$ cat config.mk
export PLATFORM = sky130hd
export DESIGN_NAME = pad_source_address
export DESIGN_NICKNAME = d
export VERILOG_FILES = /design/src/pad_pkg.sv /design/src/pad_source_address.sv
export SDC_FILE = /design/constraint.sdc
export NUM_CORES = 2
export LEC_CHECK = 0
export BUFFER_PORTS_ARGS = -buffer_cell sky130_fd_sc_hd__buf_2
export CAP_MARGIN = 20
export CELL_PAD_IN_SITES_DETAIL_PLACEMENT = 0
export CELL_PAD_IN_SITES_GLOBAL_PLACEMENT = 2
export CORE_MARGIN = 2
export CORE_UTILIZATION = 44
export CTS_CLUSTER_SIZE = 14
export DETAILED_ROUTE_END_ITERATION = 8
export PLACE_DENSITY_LB_ADDON = 0.3
export SYNTH_ARGS = -nofsm -noshare
export SYNTH_HDL_FRONTEND = slang
export SYNTH_SLANG_ARGS = --single-unit
$ cat constraint.sdc
create_clock -name clock -period 16.4 [get_ports clock]
set_input_delay 0.82 -clock clock [delete_from_list [all_inputs] [get_ports clock]]
set_output_delay 0.82 -clock clock [all_outputs]
set_load 0.03 [all_outputs]
$ cat src/pad_pkg.sv
// shared types, constants and helpers for the padding address generator
// no dependencies
package pad_pkg;

   localparam int CoordW = 18;
   localparam int DimW   = 16;
   localparam int DivW   = 17;
   localparam int DataW  = 32;
   localparam int IdxW   = 3;
   localparam int DivStages = 6;
   localparam int BitsPerStage = 3;

   localparam logic [1:0] MODE_CONSTANT  = 2'd0;
   localparam logic [1:0] MODE_REPLICATE = 2'd1;
   localparam logic [1:0] MODE_CIRCULAR  = 2'd2;
   localparam logic [1:0] MODE_REFLECT   = 2'd3;

   localparam logic [IdxW-1:0] CSR_PAD_MODE   = 3'd0;
   localparam logic [IdxW-1:0] CSR_SRC_ROWS   = 3'd1;
   localparam logic [IdxW-1:0] CSR_SRC_COLS   = 3'd2;
   localparam logic [IdxW-1:0] CSR_PAD_TOP    = 3'd3;
   localparam logic [IdxW-1:0] CSR_PAD_LEFT   = 3'd4;
   localparam logic [IdxW-1:0] CSR_ROW_STRIDE = 3'd5;
   localparam logic [IdxW-1:0] CSR_COL_STRIDE = 3'd6;
   localparam logic [IdxW-1:0] CSR_FILL_BITS  = 3'd7;

   // one axis on its way through the remainder pipeline
   typedef struct packed {
      logic              neg;
      logic              in_rng;
      logic [CoordW-1:0] mag;
      logic [DivW-1:0]   rem;
   } axis_type;

   typedef struct packed {
      logic     valid;
      logic     fill;
      axis_type row;
      axis_type col;
   } stage_type;

   // one restoring remainder step: shift in a bit, subtract if it fits
   function automatic logic [DivW-1:0] rem_step(logic [DivW-1:0] rem, logic b,
                                                logic [DivW-1:0] d);
      logic [DivW:0] t;
      logic [DivW:0] s;
      t = {rem, b};
      s = t - {1'b0, d};
      if (t >= {1'b0, d}) begin
         rem_step = s[DivW-1:0];
      end else begin
         rem_step = t[DivW-1:0];
      end
   endfunction

endpackage

$ cat src/pad_source_address.sv
// top level of the padding address generator: csr bank and datapath pipeline
// depends on pad_pkg
//
// usage
//  - csr port: csr_write_en, csr_index, csr_wdata write one register per cycle,
//    no wait state; write only while no request is in flight
//  - request channel: a request (req_dst_row, req_dst_col) is taken at every
//    rising edge with start high and busy low; busy is never raised, so one
//    request per cycle is sustained
//  - result channel: rsp_valid strobes for one cycle with rsp_src_offset,
//    rsp_use_fill and rsp_fill_value; the receiver cannot stall
//  - pipeline: a request taken at a rising edge passes through ten register
//    stages before its result shows on the result channel
//  - stages: coordinate subtract and range check, six remainder stages of
//    three bits each (the modulo by size or reflect period), axis mapping,
//    stride multiply, final add
//  - reset clears all valid bits and loads the csr reset values
//  - throughput: one request per cycle, set by the fully pipelined remainder
module pad_source_address
   import pad_pkg::*;
(
   input  logic              clock,
   input  logic              reset,
   input  logic              start,
   output logic              busy,
   input  logic [CoordW-1:0] req_dst_row,
   input  logic [CoordW-1:0] req_dst_col,
   output logic              rsp_valid,
   output logic signed [DataW-1:0] rsp_src_offset,
   output logic              rsp_use_fill,
   output logic [DataW-1:0]  rsp_fill_value,
   input  logic              csr_write_en,
   input  logic [IdxW-1:0]   csr_index,
   input  logic [DataW-1:0]  csr_wdata
);

   // csr bank
   logic [1:0]       pad_mode_ff;
   logic [DimW-1:0]  src_rows_ff, src_cols_ff, pad_top_ff, pad_left_ff;
   logic [DataW-1:0] row_stride_ff, col_stride_ff, fill_bits_ff;

   always_ff @(posedge clock) begin
      if (reset) begin
         pad_mode_ff   <= MODE_CONSTANT;
         src_rows_ff   <= 16'd1;
         src_cols_ff   <= 16'd1;
         pad_top_ff    <= '0;
         pad_left_ff   <= '0;
         row_stride_ff <= '0;
         col_stride_ff <= 32'd1;
         fill_bits_ff  <= '0;
      end else if (csr_write_en) begin
         case (csr_index)
            CSR_PAD_MODE:   pad_mode_ff   <= csr_wdata[1:0];
            CSR_SRC_ROWS:   src_rows_ff   <= csr_wdata[DimW-1:0];
            CSR_SRC_COLS:   src_cols_ff   <= csr_wdata[DimW-1:0];
            CSR_PAD_TOP:    pad_top_ff    <= csr_wdata[DimW-1:0];
            CSR_PAD_LEFT:   pad_left_ff   <= csr_wdata[DimW-1:0];
            CSR_ROW_STRIDE: row_stride_ff <= csr_wdata;
            CSR_COL_STRIDE: col_stride_ff <= csr_wdata;
            CSR_FILL_BITS:  fill_bits_ff  <= csr_wdata;
            default: ;
         endcase
      end
   end

   assign busy = 1'b0;

   // extents (zero treated as one) and per-axis divisors
   logic [DimW-1:0] dim_row, dim_col;
   logic [DivW-1:0] div_row, div_col;
   logic            is_reflect;

   assign dim_row    = (src_rows_ff == '0) ? 16'd1 : src_rows_ff;
   assign dim_col    = (src_cols_ff == '0) ? 16'd1 : src_cols_ff;
   assign is_reflect = (pad_mode_ff == MODE_REFLECT);

   // reflect uses period 2*dim-2; size one maps through a divisor of one to 0
   always_comb begin
      div_row = {1'b0, dim_row};
      div_col = {1'b0, dim_col};
      if (is_reflect) begin
         div_row = (dim_row == 16'd1) ? 17'd1 : ({dim_row, 1'b0} - 17'd2);
         div_col = (dim_col == 16'd1) ? 17'd1 : ({dim_col, 1'b0} - 17'd2);
      end
   end

   // stage 0: subtract leading padding, range check, magnitude
   stage_type stage_ff [0:DivStages];
   stage_type stage_in [0:DivStages];

   logic [CoordW:0] r_diff, c_diff;
   logic            r_in, c_in;

   always_comb begin
      r_diff = {1'b0, req_dst_row} - {3'b0, pad_top_ff};
      c_diff = {1'b0, req_dst_col} - {3'b0, pad_left_ff};
      r_in   = !r_diff[CoordW] && (r_diff[CoordW-1:0] < {2'b0, dim_row});
      c_in   = !c_diff[CoordW] && (c_diff[CoordW-1:0] < {2'b0, dim_col});
      stage_in[0].valid      = start && !busy;
      stage_in[0].fill       = (pad_mode_ff == MODE_CONSTANT) && !(r_in && c_in);
      stage_in[0].row.neg    = r_diff[CoordW];
      stage_in[0].row.in_rng = r_in;
      stage_in[0].row.mag    = r_diff[CoordW] ? (~r_diff[CoordW-1:0] + 18'd1)
                                              : r_diff[CoordW-1:0];
      stage_in[0].row.rem    = '0;
      stage_in[0].col.neg    = c_diff[CoordW];
      stage_in[0].col.in_rng = c_in;
      stage_in[0].col.mag    = c_diff[CoordW] ? (~c_diff[CoordW-1:0] + 18'd1)
                                              : c_diff[CoordW-1:0];
      stage_in[0].col.rem    = '0;
   end

   // remainder stages, three magnitude bits each, msb first
   for (genvar k = 1; k <= DivStages; k++) begin : g_div
      localparam int Hi = CoordW - 1 - (k - 1) * BitsPerStage;
      always_comb begin
         stage_in[k] = stage_ff[k-1];
         for (int j = 0; j < BitsPerStage; j++) begin
            stage_in[k].row.rem = rem_step(stage_in[k].row.rem,
                                           stage_ff[k-1].row.mag[Hi-j], div_row);
            stage_in[k].col.rem = rem_step(stage_in[k].col.rem,
                                           stage_ff[k-1].col.mag[Hi-j], div_col);
         end
      end
   end

   for (genvar k = 0; k <= DivStages; k++) begin : g_pipe
      always_ff @(posedge clock) begin
         if (reset) begin
            stage_ff[k].valid <= 1'b0;
         end else begin
            stage_ff[k].valid <= stage_in[k].valid;
         end
         stage_ff[k].fill <= stage_in[k].fill;
         stage_ff[k].row  <= stage_in[k].row;
         stage_ff[k].col  <= stage_in[k].col;
      end
   end

   // axis mapping: in range, replicate, circular, reflect; other modes map to zero
   function automatic logic [DimW-1:0] map_axis(axis_type a, logic [DimW-1:0] dim,
                                                logic [DivW-1:0] d, logic [1:0] mode);
      logic [DivW-1:0] m;
      logic [DivW-1:0] f;
      m = (a.neg && (a.rem != '0)) ? (d - a.rem) : a.rem;
      f = d - m;
      if (a.in_rng) begin
         map_axis = a.mag[DimW-1:0];
      end else begin
         case (mode)
            MODE_REPLICATE: map_axis = a.neg ? '0 : (dim - 16'd1);
            MODE_CIRCULAR:  map_axis = m[DimW-1:0];
            MODE_REFLECT:   map_axis = (m < {1'b0, dim}) ? m[DimW-1:0] : f[DimW-1:0];
            default:        map_axis = '0;
         endcase
      end
   endfunction

   logic            map_valid_ff, map_fill_ff;
   logic [DimW-1:0] map_row_ff, map_col_ff;

   always_ff @(posedge clock) begin
      if (reset) begin
         map_valid_ff <= 1'b0;
      end else begin
         map_valid_ff <= stage_ff[DivStages].valid;
      end
      map_fill_ff <= stage_ff[DivStages].fill;
      map_row_ff  <= map_axis(stage_ff[DivStages].row, dim_row, div_row, pad_mode_ff);
      map_col_ff  <= map_axis(stage_ff[DivStages].col, dim_col, div_col, pad_mode_ff);
   end

   // stride products, low 32 bits only
   logic             mul_valid_ff, mul_fill_ff;
   logic [DataW-1:0] prod_row_ff, prod_col_ff;

   always_ff @(posedge clock) begin
      if (reset) begin
         mul_valid_ff <= 1'b0;
      end else begin
         mul_valid_ff <= map_valid_ff;
      end
      mul_fill_ff <= map_fill_ff;
      prod_row_ff <= DataW'({16'b0, map_row_ff} * row_stride_ff);
      prod_col_ff <= DataW'({16'b0, map_col_ff} * col_stride_ff);
   end

   // final add and output register
   logic             out_valid_ff, out_fill_ff;
   logic [DataW-1:0] out_offset_ff, out_fill_val_ff;

   always_ff @(posedge clock) begin
      if (reset) begin
         out_valid_ff <= 1'b0;
      end else begin
         out_valid_ff <= mul_valid_ff;
      end
      out_fill_ff     <= mul_fill_ff;
      out_offset_ff   <= mul_fill_ff ? '0 : (prod_row_ff + prod_col_ff);
      out_fill_val_ff <= mul_fill_ff ? fill_bits_ff : '0;
   end

   assign rsp_valid      = out_valid_ff;
   assign rsp_src_offset = out_offset_ff;
   assign rsp_use_fill   = out_fill_ff;
   assign rsp_fill_value = out_fill_val_ff;

endmodule
==> results.yml <==
critical_path:
  timing.rr.start: "src_cols_ff[15]"
  worstPathMaxFanout: 25
  cpMostUsedCell: "o21ai_0"
  crit_start: "src_cols_ff[15]"
  r2r_slack_ps: 4150
  cpMaxStageDelayCell: "a211o_1"
  reg2reg_depth: 45
  start_kind: "register"
  worstSetupEndpoint: "stage_ff[3][16]"
  path_class: "reg -> reg"
  critical-path-top-delay-family: "compound AO/OA/AOI/OAI gates"
  reg2reg_to: "stage_ff[3][16]"
  worstSetupEndpointType: "register"
  crit_cells: 45
  crit_buf_inv: 6
  slowest_delay_ps: 760
  worst-endpoint-arrival_ps: 12870
  cp.required_ps: 17020
finish:
  nNetsFinal: 11719
  layout-drive-gt1-share: 0.0849
  final_cell_area_sq_um: 91400
  syn_to_final_growth_pct: 8.51
cts:
  ctsHoldBuffers: 0
  cts_resized: 0
  cts_made_buffers: 96
  cts_tree: "built"
  cts-root-buf: "clkbuf_16"
  clockBufferDepth: 3
  post_cts_buffers: 0
  h-tree-depth: 3
  insertion_delay_ps: 750
  clkTransAtPathRegs_ps: 60
  cts.sinks: 802
synth:
  async_flop_share: 0
  synth_common_cells: "nand2_1 (1289), inv_1 (1093), ha_1 (897), dfxtp_1 (802), a21oi_1 (741)"
  synthTopCellsByArea: "dfxtp_1 (19%), fa_1 (15%), ha_1 (13%)"
  ys_seq_elements: 802
  syn_area_per_cell_sq_um: 8.37
  ys_warn_count: 0
  yosysMostFrequentCell: "nand2_1"
  yosysTopAreaCellShare: 0.191
  synth_flop_cell: "dfxtp_1"
  postSynthCellCount: 10057
  ys_seq_area_frac: 0.191
  yosysTopAreaCell: "dfxtp_1"
  netlist_area_sq_um: 84200
  yosysUniqueCellTypes: 108
  synth_edf_count: 0
  synth_nets: 11678
timing:
  min_period_ps: 12250
  finalWorstSetupSlack_ps: 4150
  finalMaxSlewViolations: 0
  maxSlewHeadroom: 0.142
  fin_crit_sh: 0.747
  hold_viol_final: 0
  max_freq_ghz: 0.0816
  setup_violations: 0
  fin_tns_setup_ps: 0
  skew_ps: 42.9
  rsz0062_at_grt: "false"
  worstMarginPinSlew_ps: 1270
global_routing:
  grt_max_degree: 104
  grt_pass1_vias: 70656
  grt_pass1_wl_um: 418000
  antenna_found_initial: 9
  globalRouteTotalUtil: 0.277
  grt_remaining_overflow: 0
floorplanning:
  core-area_sq_um: 190000
  start_util: 0.443
  ios: 142
  chipHeight_um: 441
  std_cell_rows: 160
  die_x_um: 441
  die_area_sq_um: 195000
route:
  wl_per_cell_um: 21.5
  drtPass1Iterations: 6
  drcViolationCount: 0
  wirelength_um: 273000
  drtIter0Drc: 4475
  via_count: 70871
  routed_via_density: 5.58
  drtAntennaViolNets: 0
placed_design:
  dp.final_hpwl_um: 212000
  place_area_sq_um: 87900
  gp_congestion: 0.926
  post-place-ws_ps: 4290
  numPortBuffers: 140
outcome:
  status: "finished clean"
run:
  drv_cap: 0
min_path:
  hold_path.class: "in -> reg"
## layout by cell type (no fill, tap or decap), types with 265 or more instances in the layout
master / Yosys / layout
a21o_1: 265 / 265
and2_1: 291 / 291
mux2_2: 274 / 274
nor2_1: 541 / 538
dfxtp_1: 802 / 799
xnor2_1: 491 / 491
fa_1: 649 / 649
a21oi_1: 741 / 739
inv_1: 1093 / 1093
o21ai_0: 382 / 379
nand2_1: 1289 / 1288
ha_1: 897 / 897
## cell families after synthesis
kind of cell    count (synthesis)  share of synthesized area
compound gates               2132                      0.161
xor+xnor                      702                     0.0733
fa+ha+maj                    1548                      0.288
buf+inv                      1434                     0.0649
flops                         802                      0.191
mux                           390                     0.0510
other cells                     1                  0.0000445
simple gates                 3048                      0.171
## registers in the layout, indices dropped and copies added, names as in the netlist, 32 cells and up
signal / cells
prod_col_ff: 32
prod_row_ff: 32
rsp_fill_value: 32
row_stride_ff: 32
stage_ff: 474
col_stride_ff: 32
rsp_src_offset: 32
fill_bits_ff: 32
## layout make-up
class                           instances  area [sq um]
Fill cell                           18693         98800
Inverter                             1094          4110
Tap cell                             2511          3140
Clock inverter                         56           707
Multi-Input combinational cell       7821         62900
Clock buffer                          120          2690
Sequential cell                       802         16100
Antenna cell                            8          20.0
Timing Repair Buffer                  283          1780
## how the worst min path moves through the flow
stage                     cells after the start       startpoint  slack (ps)         endpoint
final                                         2            start         300  stage_ff[0][75]
after global routing                          2            start         270  stage_ff[0][75]
after CTS                                     2            start         240  stage_ff[0][75]
after detailed placement                      0  stage_ff[0][25]         310  stage_ff[1][25]
after global placement                        0  stage_ff[1][26]         310  stage_ff[2][26]
after floorplan                               0  stage_ff[6][74]         310      map_fill_ff
## worst register-to-register path, delay by kind of cell, from the launching register on
family	cells	cell delay, ps
and+or+nand+nor	14	3160
adders and majority gates	4	1460
AOI/OAI and AO/OA	19	5030
xor gates and xnor gates	1	190
muxes	1	340
buffers and inverters	6	1380
DFF	1	590
## metrics by stage
| step | util | hold WS (ps) | cells |
|---|---|---|---|
| 6_report | 0.480 | 302 | 12695 |
| 5_1_grt | 0.480 | 270 | 12688 |
| 4_1_cts | 0.480 | 236 | 12687 |
| 3_5_place_dp | 0.462 | 312 | 12511 |
| 3_3_place_gp | 0.462 | 310 | 12510 |
| 2_1_floorplan | - | 310 | 10057 |
## layer usage
metal | part of all wire | wire [um] | track usage | vias to the layer above
li1 | - | - | - | 34239
met1 | 0.45 | 124000 | 0.371 | 34613
met2 | 0.47 | 128000 | 0.467 | 1655
met3 | 0.042 | 11400 | 0.0243 | 364
met4 | 0.037 | 10000 | 0.0981 | 0
met5 | 0 | 0 | 0 | -
Power is left out: the tool's default activity adds up to more than one toggle a clock period on the data nets, which glitch-free logic cannot reach.
